==> src/sv/pcet_pkg.sv <==
package pcet_pkg;

  localparam int unsigned AdcW  = 12;
  localparam int unsigned MaW   = 16;
  localparam int unsigned WordW = 32;
  localparam int unsigned SumW  = 48;
  localparam int unsigned StW   = 2;
  localparam int unsigned CfgW  = 16;
  localparam int unsigned IdxW  = 2;

  // input word: opcode, adc_value, current_ma, total_volume, time_ms
  localparam int unsigned InFieldsW = 1 + AdcW + MaW + WordW + WordW;
  localparam int unsigned InW       = ((InFieldsW + 7) / 8) * 8;
  // output word: pump_state, event_active, event_done, duration, volume, peak, avg
  localparam int unsigned OutFieldsW = StW + 1 + 1 + WordW + WordW + MaW + MaW;
  localparam int unsigned OutW       = ((OutFieldsW + 7) / 8) * 8;

  typedef enum logic [IdxW-1:0] {
    REG_ADC_THR  = 2'd0,
    REG_RUN_LVL  = 2'd1,
    REG_STBY_LVL = 2'd2
  } reg_idx_e;

  localparam logic [AdcW-1:0] AdcThrRst  = 12'd2048;
  localparam logic [MaW-1:0]  RunLvlRst  = 16'd1000;
  localparam logic [MaW-1:0]  StbyLvlRst = 16'd100;

  localparam logic [StW-1:0] PS_OFF     = 2'd0;
  localparam logic [StW-1:0] PS_STANDBY = 2'd1;
  localparam logic [StW-1:0] PS_RUNNING = 2'd2;

  localparam logic OP_ADC    = 1'b0;
  localparam logic OP_SENSOR = 1'b1;

  typedef struct packed {
    logic load_in;
    logic exec;
    logic div_start;
    logic out_load;
  } pcet_cmd_t;

  typedef struct packed {
    logic need_div;
    logic div_done;
    logic out_free;
  } pcet_sts_t;

endpackage

==> src/sv/pump_current_event_tracker_unit.sv <==
// each accepted input word passes through S_EXEC and then S_OUT on its way to the output word
// an event end with readings also passes through S_DIV for the bit-serial 48/32 divider
// the next input word is taken only after the current one is loaded into the output register
// a new input word is taken while the previous output word waits on m_axis_tready
// reset: asynchronous active-low, config to 2048/1000/100, event state cleared
module pump_current_event_tracker_unit (
  input  logic                          clk_i,
  input  logic                          rst_ni,
  input  logic                          cfg_we_i,
  input  logic [pcet_pkg::IdxW-1:0]     cfg_idx_i,
  input  logic [pcet_pkg::CfgW-1:0]     cfg_data_i,
  input  logic                          s_axis_tvalid,
  output logic                          s_axis_tready,
  // opcode, adc_value, current_ma, total_volume, time_ms, zero pad
  input  logic [pcet_pkg::InW-1:0]      s_axis_tdata,
  output logic                          m_axis_tvalid,
  input  logic                          m_axis_tready,
  // pump_state, event_active, event_done, duration_ms, volume_pumped,
  // peak_current_ma, avg_current_ma, zero pad
  output logic [pcet_pkg::OutW-1:0]     m_axis_tdata
);

  pcet_pkg::pcet_cmd_t cmd;
  pcet_pkg::pcet_sts_t sts;

  pcet_ctrl u_ctrl (
    .clk_i      (clk_i),
    .rst_ni     (rst_ni),
    .in_valid_i (s_axis_tvalid),
    .in_ready_o (s_axis_tready),
    .sts_i      (sts),
    .cmd_o      (cmd)
  );

  pcet_dp u_dp (
    .clk_i      (clk_i),
    .rst_ni     (rst_ni),
    .cfg_we_i   (cfg_we_i),
    .cfg_idx_i  (cfg_idx_i),
    .cfg_data_i (cfg_data_i),
    .in_data_i  (s_axis_tdata),
    .m_ready_i  (m_axis_tready),
    .m_valid_o  (m_axis_tvalid),
    .m_data_o   (m_axis_tdata),
    .cmd_i      (cmd),
    .sts_o      (sts)
  );

endmodule

==> src/sv/pcet_div.sv <==
module pcet_div (
  input  logic                              clk_i,
  input  logic                              rst_ni,
  input  logic                              start_i,
  input  logic [pcet_pkg::SumW-1:0]         dividend_i,
  input  logic [pcet_pkg::WordW-1:0]        divisor_i,
  output logic                              busy_o,
  output logic                              done_o,
  output logic [pcet_pkg::MaW-1:0]          quot_o
);

  localparam int unsigned CntW = $clog2(pcet_pkg::SumW);

  logic                         busy_q, done_q;
  logic [CntW-1:0]              cnt_q;
  logic [pcet_pkg::WordW-1:0]   rem_q, rem_d;
  logic [pcet_pkg::WordW-1:0]   dvs_q;
  logic [pcet_pkg::SumW-1:0]    quo_q, quo_d;
  logic [pcet_pkg::WordW:0]     shifted;
  logic                         fits;

  // one quotient bit a cycle, restoring
  always_comb begin
    shifted = {rem_q, quo_q[pcet_pkg::SumW-1]};
    fits    = shifted >= {1'b0, dvs_q};
    if (fits) begin
      rem_d = pcet_pkg::WordW'(shifted - {1'b0, dvs_q});
    end else begin
      rem_d = shifted[pcet_pkg::WordW-1:0];
    end
    quo_d = {quo_q[pcet_pkg::SumW-2:0], fits};
  end

  always_ff @(posedge clk_i or negedge rst_ni) begin
    if (!rst_ni) begin
      busy_q <= 1'b0;
      done_q <= 1'b0;
      cnt_q  <= '0;
    end else begin
      done_q <= 1'b0;
      if (start_i) begin
        busy_q <= 1'b1;
        cnt_q  <= CntW'(pcet_pkg::SumW - 1);
      end else if (busy_q) begin
        cnt_q <= cnt_q - 1'b1;
        if (cnt_q == '0) begin
          busy_q <= 1'b0;
          done_q <= 1'b1;
        end
      end
    end
  end

  always_ff @(posedge clk_i) begin
    if (start_i) begin
      rem_q <= '0;
      quo_q <= dividend_i;
      dvs_q <= divisor_i;
    end else if (busy_q) begin
      rem_q <= rem_d;
      quo_q <= quo_d;
    end
  end

  assign busy_o = busy_q;
  assign done_o = done_q;
  assign quot_o = quo_q[pcet_pkg::MaW-1:0];

endmodule

==> src/sv/pcet_dp.sv <==
module pcet_dp (
  input  logic                          clk_i,
  input  logic                          rst_ni,
  input  logic                          cfg_we_i,
  input  logic [pcet_pkg::IdxW-1:0]     cfg_idx_i,
  input  logic [pcet_pkg::CfgW-1:0]     cfg_data_i,
  input  logic [pcet_pkg::InW-1:0]      in_data_i,
  input  logic                          m_ready_i,
  output logic                          m_valid_o,
  output logic [pcet_pkg::OutW-1:0]     m_data_o,
  input  pcet_pkg::pcet_cmd_t           cmd_i,
  output pcet_pkg::pcet_sts_t           sts_o
);

  logic [pcet_pkg::AdcW-1:0] thr_q;
  logic [pcet_pkg::MaW-1:0]  run_q, stby_q;

  logic                       in_op_q;
  logic [pcet_pkg::AdcW-1:0]  in_adc_q;
  logic [pcet_pkg::MaW-1:0]   in_ma_q;
  logic [pcet_pkg::WordW-1:0] in_vol_q, in_time_q;

  logic                       above_q, above_d;
  logic                       ev_on_q, ev_on_d;
  logic [pcet_pkg::StW-1:0]   state_q, state_d;
  logic [pcet_pkg::WordW-1:0] start_time_q, start_time_d;
  logic [pcet_pkg::WordW-1:0] start_vol_q, start_vol_d;
  logic [pcet_pkg::WordW-1:0] vol_delta_q, vol_delta_d;
  logic [pcet_pkg::MaW-1:0]   peak_q, peak_d;
  logic [pcet_pkg::SumW-1:0]  sum_q, sum_d;
  logic [pcet_pkg::WordW-1:0] count_q, count_d;
  logic                       ev_done;

  logic [pcet_pkg::StW-1:0]   res_state_q;
  logic                       res_active_q, res_done_q;
  logic [pcet_pkg::WordW-1:0] res_dur_q, res_vol_q;
  logic [pcet_pkg::MaW-1:0]   res_peak_q, res_avg_q;

  logic                       m_valid_q;
  logic [pcet_pkg::OutW-1:0]  m_data_q;

  logic                       adc_high;
  logic [pcet_pkg::StW-1:0]   cls;
  logic                       ev_start;
  logic                       div_busy, div_done;
  logic [pcet_pkg::MaW-1:0]   div_quot;

  // config registers
  always_ff @(posedge clk_i or negedge rst_ni) begin
    if (!rst_ni) begin
      thr_q  <= pcet_pkg::AdcThrRst;
      run_q  <= pcet_pkg::RunLvlRst;
      stby_q <= pcet_pkg::StbyLvlRst;
    end else if (cfg_we_i) begin
      unique case (cfg_idx_i)
        pcet_pkg::REG_ADC_THR:  thr_q  <= cfg_data_i[pcet_pkg::AdcW-1:0];
        pcet_pkg::REG_RUN_LVL:  run_q  <= cfg_data_i;
        pcet_pkg::REG_STBY_LVL: stby_q <= cfg_data_i;
        default: ;
      endcase
    end
  end

  // input word latch
  always_ff @(posedge clk_i) begin
    if (cmd_i.load_in) begin
      in_op_q   <= in_data_i[0];
      in_adc_q  <= in_data_i[12:1];
      in_ma_q   <= in_data_i[28:13];
      in_vol_q  <= in_data_i[60:29];
      in_time_q <= in_data_i[92:61];
    end
  end

  assign adc_high = in_adc_q > thr_q;

  always_comb begin
    if (in_ma_q > run_q) begin
      cls = pcet_pkg::PS_RUNNING;
    end else if (in_ma_q > stby_q) begin
      cls = pcet_pkg::PS_STANDBY;
    end else begin
      cls = pcet_pkg::PS_OFF;
    end
  end

  assign ev_start = (cls == pcet_pkg::PS_RUNNING) && !ev_on_q && above_q;

  // event state update
  always_comb begin
    above_d      = above_q;
    ev_on_d      = ev_on_q;
    state_d      = state_q;
    start_time_d = start_time_q;
    start_vol_d  = start_vol_q;
    vol_delta_d  = vol_delta_q;
    peak_d       = peak_q;
    sum_d        = sum_q;
    count_d      = count_q;
    ev_done      = 1'b0;
    if (in_op_q == pcet_pkg::OP_ADC) begin
      if (adc_high != above_q) begin
        above_d = adc_high;
        if (!adc_high && ev_on_q) begin
          ev_done      = 1'b1;
          ev_on_d      = 1'b0;
          start_time_d = '0;
          start_vol_d  = '0;
          vol_delta_d  = '0;
          peak_d       = '0;
          sum_d        = '0;
          count_d      = '0;
        end
      end
    end else begin
      state_d = cls;
      if (ev_start) begin
        ev_on_d      = 1'b1;
        start_time_d = in_time_q;
        start_vol_d  = in_vol_q;
        vol_delta_d  = '0;
        peak_d       = '0;
        sum_d        = '0;
        count_d      = '0;
      end
      if (ev_on_d) begin
        if (in_ma_q > peak_d) begin
          peak_d = in_ma_q;
        end
        if (count_d != '1) begin
          sum_d   = sum_d + pcet_pkg::SumW'(in_ma_q);
          count_d = count_d + 1'b1;
        end
        vol_delta_d = in_vol_q - start_vol_d;
      end
    end
  end

  always_ff @(posedge clk_i or negedge rst_ni) begin
    if (!rst_ni) begin
      above_q      <= 1'b0;
      ev_on_q      <= 1'b0;
      state_q      <= pcet_pkg::PS_OFF;
      start_time_q <= '0;
      start_vol_q  <= '0;
      vol_delta_q  <= '0;
      peak_q       <= '0;
      sum_q        <= '0;
      count_q      <= '0;
    end else if (cmd_i.exec) begin
      above_q      <= above_d;
      ev_on_q      <= ev_on_d;
      state_q      <= state_d;
      start_time_q <= start_time_d;
      start_vol_q  <= start_vol_d;
      vol_delta_q  <= vol_delta_d;
      peak_q       <= peak_d;
      sum_q        <= sum_d;
      count_q      <= count_d;
    end
  end

  // result staging
  always_ff @(posedge clk_i) begin
    if (cmd_i.exec) begin
      res_state_q  <= state_d;
      res_active_q <= ev_on_d;
      res_done_q   <= ev_done;
      res_avg_q    <= '0;
      if (ev_on_d) begin
        res_dur_q  <= in_time_q - start_time_d;
        res_vol_q  <= vol_delta_d;
        res_peak_q <= peak_d;
      end else if (ev_done) begin
        res_dur_q  <= in_time_q - start_time_q;
        res_vol_q  <= vol_delta_q;
        res_peak_q <= peak_q;
      end else begin
        res_dur_q  <= '0;
        res_vol_q  <= '0;
        res_peak_q <= '0;
      end
    end else if (div_done) begin
      res_avg_q <= div_quot;
    end
  end

  pcet_div u_div (
    .clk_i      (clk_i),
    .rst_ni     (rst_ni),
    .start_i    (cmd_i.div_start),
    .dividend_i (sum_q),
    .divisor_i  (count_q),
    .busy_o     (div_busy),
    .done_o     (div_done),
    .quot_o     (div_quot)
  );

  // output register
  always_ff @(posedge clk_i or negedge rst_ni) begin
    if (!rst_ni) begin
      m_valid_q <= 1'b0;
    end else if (cmd_i.out_load) begin
      m_valid_q <= 1'b1;
    end else if (m_ready_i) begin
      m_valid_q <= 1'b0;
    end
  end

  always_ff @(posedge clk_i) begin
    if (cmd_i.out_load) begin
      m_data_q <= {(pcet_pkg::OutW - pcet_pkg::OutFieldsW)'(0), res_avg_q, res_peak_q,
                   res_vol_q, res_dur_q, res_done_q, res_active_q, res_state_q};
    end
  end

  assign m_valid_o = m_valid_q;
  assign m_data_o  = m_data_q;

  assign sts_o.need_div = (in_op_q == pcet_pkg::OP_ADC) && (adc_high != above_q) &&
                          !adc_high && ev_on_q && (count_q != '0);
  assign sts_o.div_done = div_done;
  assign sts_o.out_free = !m_valid_q || m_ready_i;

  a_load_free: assert property (@(posedge clk_i) disable iff (!rst_ni)
    cmd_i.out_load |-> (!m_valid_q || m_ready_i))
    else $error("output word overwritten");

  a_div_idle: assert property (@(posedge clk_i) disable iff (!rst_ni)
    cmd_i.div_start |-> !div_busy)
    else $error("divider restarted while busy");

  a_done_inactive: assert property (@(posedge clk_i) disable iff (!rst_ni)
    (m_valid_q && m_data_q[3]) |-> !m_data_q[2])
    else $error("ended event still marked active");

  a_count_event: assert property (@(posedge clk_i) disable iff (!rst_ni)
    (count_q != '0) |-> ev_on_q)
    else $error("readings counted outside an event");

endmodule

==> src/sv/pcet_ctrl.sv <==
module pcet_ctrl (
  input  logic                 clk_i,
  input  logic                 rst_ni,
  input  logic                 in_valid_i,
  output logic                 in_ready_o,
  input  pcet_pkg::pcet_sts_t  sts_i,
  output pcet_pkg::pcet_cmd_t  cmd_o
);

  typedef enum logic [1:0] {
    S_IDLE,
    S_EXEC,
    S_DIV,
    S_OUT
  } ctrl_state_e;

  ctrl_state_e state_q;

  always_ff @(posedge clk_i or negedge rst_ni) begin
    if (!rst_ni) begin
      state_q <= S_IDLE;
    end else begin
      unique case (state_q)
        S_IDLE: begin
          if (in_valid_i) begin
            state_q <= S_EXEC;
          end
        end
        S_EXEC: begin
          state_q <= sts_i.need_div ? S_DIV : S_OUT;
        end
        S_DIV: begin
          if (sts_i.div_done) begin
            state_q <= S_OUT;
          end
        end
        S_OUT: begin
          if (sts_i.out_free) begin
            state_q <= S_IDLE;
          end
        end
        default: state_q <= S_IDLE;
      endcase
    end
  end

  assign in_ready_o      = (state_q == S_IDLE);
  assign cmd_o.load_in   = (state_q == S_IDLE) && in_valid_i;
  assign cmd_o.exec      = (state_q == S_EXEC);
  assign cmd_o.div_start = (state_q == S_EXEC) && sts_i.need_div;
  assign cmd_o.out_load  = (state_q == S_OUT) && sts_i.out_free;

  a_exec_once: assert property (@(posedge clk_i) disable iff (!rst_ni)
    cmd_o.exec |=> !cmd_o.exec)
    else $error("item executed twice");

  a_no_accept_busy: assert property (@(posedge clk_i) disable iff (!rst_ni)
    (state_q == S_DIV) |-> !in_ready_o)
    else $error("input taken during division");

  a_div_to_out: assert property (@(posedge clk_i) disable iff (!rst_ni)
    (state_q == S_DIV && sts_i.div_done) |=> (state_q == S_OUT))
    else $error("division result not delivered");

endmodule
==> config.mk <==
export PLATFORM = sky130hd
export DESIGN_NAME = pump_current_event_tracker_unit
export DESIGN_NICKNAME = d
export VERILOG_FILES = /design/src/sv/pcet_pkg.sv /design/src/sv/pump_current_event_tracker_unit.sv /design/src/sv/pcet_div.sv /design/src/sv/pcet_dp.sv /design/src/sv/pcet_ctrl.sv
export SDC_FILE = /design/constraint.sdc
export NUM_CORES = 1
export LEC_CHECK = 0
export ABC_CLOCK_PERIOD_IN_PS = 15400
export BUFFER_PORTS_ARGS = -buffer_cell sky130_fd_sc_hd__buf_2
export CORE_AREA = 2 2 248 250
export DETAILED_ROUTE_END_ITERATION = 7
export DIE_AREA = 0 0 250 252
export PLACE_DENSITY = 0.81
export SYNTH_ARGS = -nofsm -noshare
export SYNTH_HDL_FRONTEND = slang
export SYNTH_HIERARCHICAL = 1
export SYNTH_SLANG_ARGS = --single-unit
==> constraint.sdc <==
create_clock -name clk_i -period 15.4 [get_ports clk_i]
set_input_delay 0.77 -clock clk_i [delete_from_list [all_inputs] [get_ports clk_i]]
set_output_delay 0.77 -clock clk_i [all_outputs]
set_load 0.02 [all_outputs]
=== Yosys cells after proc, flatten, opt, wreduce, memory -nomap -nowiden ===
Cells that the tools add are included.

* Output and inout bits: 106
* Flip-flop bits (word level): 656
* Input bits: 119
* Word-level logic and storage cells: 153

* Equal/unequal tests: 11
* Bitwise logic cells: 1
* Magnitude comparators: 5
* Reduce and logical (&&, ||, !) cells: 28
* Add/subtract/negate cells: 7
* Muxes and demuxes: 68

{| class="wikitable"
|+ Operators with widths
! kind !! number
|-
| $mux 32 || 24
|-
| $mux 48 || 9
|-
| $mux 16 || 9
|-
| $sub 32x32->32 || 4
|-
| $add 48x16->48 || 1
|-
| $gt 16x16->1 || 3
|-
| $ge 33x32->1 || 1
|-
| $add 32x1->32 const B || 1
|-
| $ne 32x32->1 const B || 1
|-
| $reduce_bool 32->1 || 1
|-
| $mux 1 || 18
|-
| $gt 12x12->1 || 1
|-
| $mux 6 || 2
|-
| $logic_and 1x1->1 || 10
|-
| $mux 2 || 5
|-
| $reduce_and 3->1 || 3
|-
| $eq 2x2->1 const B || 4
|-
| $pmux 2 s4 || 1
|-
| $reduce_bool 2->1 || 4
|-
| $logic_not 6->1 || 1
|-
| $reduce_and 2->1 || 3
|-
| $sub 6x1->6 const B || 1
|-
| $eq 2x1->1 const B || 2
|-
| $logic_not 2->1 || 2
|-
| 6 further kinds || 9
|}

=== Depth between registers and ports, before layout ===
* Depth after elaboration: 13
* Mapped depth: 27
* Depth with buffers taken out: 25

=== Modules after synthesis ===
The synthesis kept the hierarchy.

{| class="wikitable"
|+ Modules (own cells, without submodules)
! module !! cells an instance !! area each (µm²) !! times used
|-
| pcet_dp || 2703 || 28775.1 || 1
|-
| pcet_div || 648 || 6974.2 || 1
|-
| pcet_ctrl || 20 || 201.4 || 1
|}

=== Worst setup path after synthesis ===
OpenSTA, ideal clock, no wires.

* Path type: flip-flop to flip-flop
* Start: register u_dp/in_ma_q[15] (netlist name)
* End: register u_dp/res_dur_q[20] (netlist name), data pin
* Arrival time: 5728 ps
* Stages on the path, launching flop included: 27
* Required time: 15129 ps
* Clock period less this slack: 5999 ps
* Setup slack: 9401 ps
* Cell sequence: edfxtp_1 -> ha_1 -> nand4_1 -> nor4_1 -> a21bo_2 -> a31oi_4 -> and2_1 -> buf_2 -> buf_4 -> clkbuf_1 -> buf_1 -> clkbuf_1 -> nand2_1 -> o21ai_0 -> a22oi_1 -> ha_1 -> a211oi_1 -> o21ai_0 -> a21oi_1 -> a2111oi_0 -> o21a_1 -> o31a_1 -> or2_2 -> a31o_2 -> a21oi_1 -> xor2_1 -> o22ai_1

* Cells in the longest elaborated chain, start to end: 10
* Elaborated cells on any way between the ends: 14

{| class="wikitable"
|+ RTL lines
! item !! RTL line !! RTL
|-
| start, declared || pcet_dp.sv:20 || <nowiki>logic [pcet_pkg::MaW-1:0] in_ma_q;</nowiki>
|-
| start signal, assigned || pcet_dp.sv:69 || <nowiki>in_ma_q <= in_data_i[28:13];</nowiki>
|-
| $gt 16x16->1 || pcet_dp.sv:80 || <nowiki>end else if (in_ma_q > stby_q) begin</nowiki>
|-
| $mux 1 || pcet_dp.sv:80 ||
|-
| $mux 2 (*) || pcet_dp.sv:78 || <nowiki>if (in_ma_q > run_q) begin</nowiki>
|-
| $eq 2x2->1 (*) || pcet_dp.sv:87 || <nowiki>assign ev_start = (cls == pcet_pkg::PS_RUNNING) && !ev_on_q && above_q;</nowiki>
|-
| $logic_and 1x1->1 (*) (2 in a row) || pcet_dp.sv:87 ||
|-
| $mux 32 / $mux 1 (equally long branches) || pcet_dp.sv:117 || <nowiki>if (ev_start) begin</nowiki>
|-
| $mux 32 / $mux 1 (equally long branches) || pcet_dp.sv:101 || <nowiki>if (in_op_q == pcet_pkg::OP_ADC) begin</nowiki>
|-
| $sub 32x32->32 / $mux 1 (equally long branches) || pcet_dp.sv:171, pcet_dp.sv:101 ||
|-
| $mux 32 (*) || pcet_dp.sv:170 || <nowiki>if (ev_on_d) begin</nowiki>
|-
| end signal, assigned || pcet_dp.sv:171 || <nowiki>res_dur_q <= in_time_q - start_time_d;</nowiki>
|-
| end signal, assigned || pcet_dp.sv:175 || <nowiki>res_dur_q <= in_time_q - start_time_q;</nowiki>
|-
| end, declared || pcet_dp.sv:36 || <nowiki>logic [pcet_pkg::WordW-1:0] res_dur_q, res_vol_q;</nowiki>
|}

Every way passes the cells marked *; elsewhere a longest branch is shown, timed or not. The select of a mux whose other input is x is not followed.
A chain may end at the register's enable or synchronous reset.

=== Final worst setup path ===
* Start: register u_dp/in_ma_q[15] (netlist name)
* End: register u_dp/res_dur_q[28] (netlist name), data pin

Same word-level chain as after synthesis.

==> impl_metrics.toml <==
[yosys]
postSynth.asyncResetShare_pct = 38.26
synth_edf_count = 357
synth_top_area_share_pct = 29.82
synth_area_leaders = "edfxtp_1 30%, dfrtp_1 17%, ha_1 7.1%, nand2_1 3.6%, mux2i_1 3.1%"
ys_types = 100
synth_top_area_cell = "edfxtp_1"
synth_area_um2 = 35950
synth_flop_cell = "edfxtp_1"
yosys_warnings = 6
ys_ff_latch = 656
ys_seq_area_share_pct = 50.00
synth_area_per_cell_um2 = 10.66
synthCells = 3371

[layout]
instances_no_fill = 4350
syn2layout_area_growth_pct = 11.10
fin_util_pct = 66.42
fin_nets = 3838
drive_above_1_share_pct = 14.27
stdcell_area_um2 = 39940

[timing]
fin_crit_ns = 7.170
fmax_ghz = 0.1395
maxSlewViolCount = 0
min_period_over_period_pct = 46.56
hold_viol_final = 0
relSlewSlack_pct = 18.68
final-setup-viol-count = 0
holdWs_ns = 0.2273
rsz0062_at_grt = "false"
skew_ns = 0.03032
fin_ws_ns = 8.230
setup_tns_ns = 0
worstMarginPinSlew_ns = 1.214

[global_routing]
grt_pass1_vias = 26334
grt_max_degree = 152
grt_overflow = 0
antenna_found_initial = 2
grt_usage_pct = 28.32
grt_pass1_wl_mm = 142.6

[place]
place_area_um2 = 37550
hpwl_mm = 59.35
gp_congestion = 0.9555
placed_cells = 4220
dpl_worst_slack_ns = 8.435
numPortBuffers = 217

[clocking]
cts_sinks = 656
cts_tree = "yes"
cts_resized = 0
clk_pin_slew_ns = 0.06
root_buffer = "clkbuf_16"
cts_hold_buffers = 0
clk_latency_ns = 0.61
postCtsSetupBuffers = 0
cts_max_level = 3
cts_buffers = 71
cts_buffer_depth = 3

[worst_setup_path]
path_max_fanout = 77
required_ns = 15.73
crit_arrival_ns = 7.50
reg2reg_depth = 23
cp-start-kind = "flip-flop"
reg2reg_slack_ns = 8.23
worstReg2RegEnd = "u_dp/res_dur_q[28]"
r2r-start = "u_dp/in_ma_q[15]"
crit_path_end_kind = "flip-flop"
path_class = "flip-flop to flip-flop"
critPathLaunch = "u_dp/in_ma_q[15]"

[floorplan]
coreArea_um2 = 60130
die_h_um = 252
die-area_um2 = 63000
rows = 90
die_w_um = 250
ios = 225
start_util_pct = 59.79

[drt]
drtIter0Drc = 2587
dr.pass1.iters = 7
wl_mm = 89.67
route.vias.total = 27255
routedWlPerCell_um = 20.61
vias_per_cell = 6.266
detail-route-antenna-nets = 0
drc = 0

[pwr]
peakVddDrop_uv = 137.6
cellLeakagePower_nw = 16.96
finalPower_mw = 7.991
power_density_nw_per_um2 = 200.1

[run]
max_cap_violations = 0

[worst_hold_path]
hp-class = "input pin to async pin"

[status]
status = "finished clean"
==> registers in the layout, summed over array words and instances, names as in the netlist, 6 cells and up <==
name and cells:
u_dp/res_avg_q 16, u_dp/thr_q 12, u_dp/res_vol_q 32, u_dp/u_div/cnt_q 6, u_dp/run_q 16, u_dp/in_vol_q 32
u_dp/u_div/rem_q 32, u_dp/m_data_o 100, u_dp/res_dur_q 32, u_dp/count_q 32, u_dp/u_div/quo_q 48, u_dp/in_ma_q 16
u_dp/in_time_q 32, u_dp/peak_q 16, u_dp/u_div/dvs_q 32, u_dp/res_peak_q 16, u_dp/start_vol_q 32, u_dp/start_time_q 32
u_dp/sum_q 48, u_dp/vol_delta_q 32, u_dp/in_adc_q 12, u_dp/stby_q 16
==> placed cells by master (no fill, tap or decap), types with 35 or more instances in the layout <==
master,netlist,layout
edfxtp_1,357,357
nand2_1,343,342
dfrtp_1,241,240
buf_2,7,216
o21ai_0,206,206
ha_1,203,202
inv_1,176,175
a21oi_1,171,170
nor2_1,170,168
mux2i_1,111,111
a22o_1,96,96
a21o_1,92,92
nand3_1,90,90
xnor2_1,85,85
mux2_2,85,85
clkbuf_16,0,74
nand4_1,52,52
xor2_1,48,48
dfxtp_1,48,48
a31oi_1,37,37
a211oi_1,35,35
and3_1,35,35
nand3b_1,35,35
==> cells by family after synthesis <==
group,synth area share (%)
AOI/OAI and AO/OA,17.07
xor gates and xnor gates,3.240
adders and majority gates,7.399
buffers and inverters,4.173
DFF,50.00
muxes,5.795
other,0.01043
and+or+nand+nor,12.31
==> Yosys cell counts (90+ instances only) <==
cell      number
nor2_1       170
mux2i_1      111
a21oi_1      171
nand2_1      343
a22o_1        96
clkbuf_1     134
dfrtp_1      241
o21ai_0      206
edfxtp_1     357
ha_1         203
a21o_1        92
nand3_1       90
inv_1        176
==> worst max-delay path by stage <==
stage                                     to  slack, ns  cells after the start
final                     u_dp/res_dur_q[28]       8.23                     23
after global routing      u_dp/res_dur_q[28]       7.89                     23
after CTS                 u_dp/res_dur_q[20]       8.43                     23
after detailed placement  u_dp/res_dur_q[20]       8.43                     23
after global placement    u_dp/res_dur_q[20]       8.48                     23
after floorplan           u_dp/res_dur_q[20]       9.40                     26
==> power breakdown <==
group | internal (mW) | switching, mW
combinational | 1.30 | 2.06
sequential | 2.57 | 0.333
clock | 1.03 | 0.704
==> layer usage <==
layer  global-route usage [%]  up-vias  part of all wire [%]
li1                         -    12737                     -
met1                    37.12    13137                    41
met2                    46.83     1148                    48
met3                    4.643      231                   6.7
met4                    12.35        2                   4.3
met5                        0        -                 0.012
==> worst max-delay path, cell delays in order, from the launching register on <==
cell and delay [ns]:
edfxtp_1 0.56, ha_1 0.42, nand4_1 0.18, nor4_1 0.58, a21bo_2 0.34, a31oi_4 0.26
buf_4 0.35, and2_2 0.21, buf_4 0.68, nand2_1 0.10, o21ai_0 0.10, a22oi_1 0.14
fa_1 0.49, a211oi_1 0.29, o21ai_0 0.17, a21oi_1 0.27, a21oi_1 0.19, nor4bb_1 0.18
o21ai_0 0.37, a32o_1 0.31, o2111ai_1 0.22, a21oi_1 0.23, xor2_1 0.16, o22ai_1 0.08
==> layout make-up <==
cell class,count,area (µm²)
clock inverter,36,401.6
fill,4531,20190
multi-input combinational,2355,16570
tap,782,978.4
timing repair buffer,250,1369
sequential,656,17980
clock buffer,93,1983
antenna,1,2.502
inverter,177,664.4
Power figures use the tool's default switching activity.
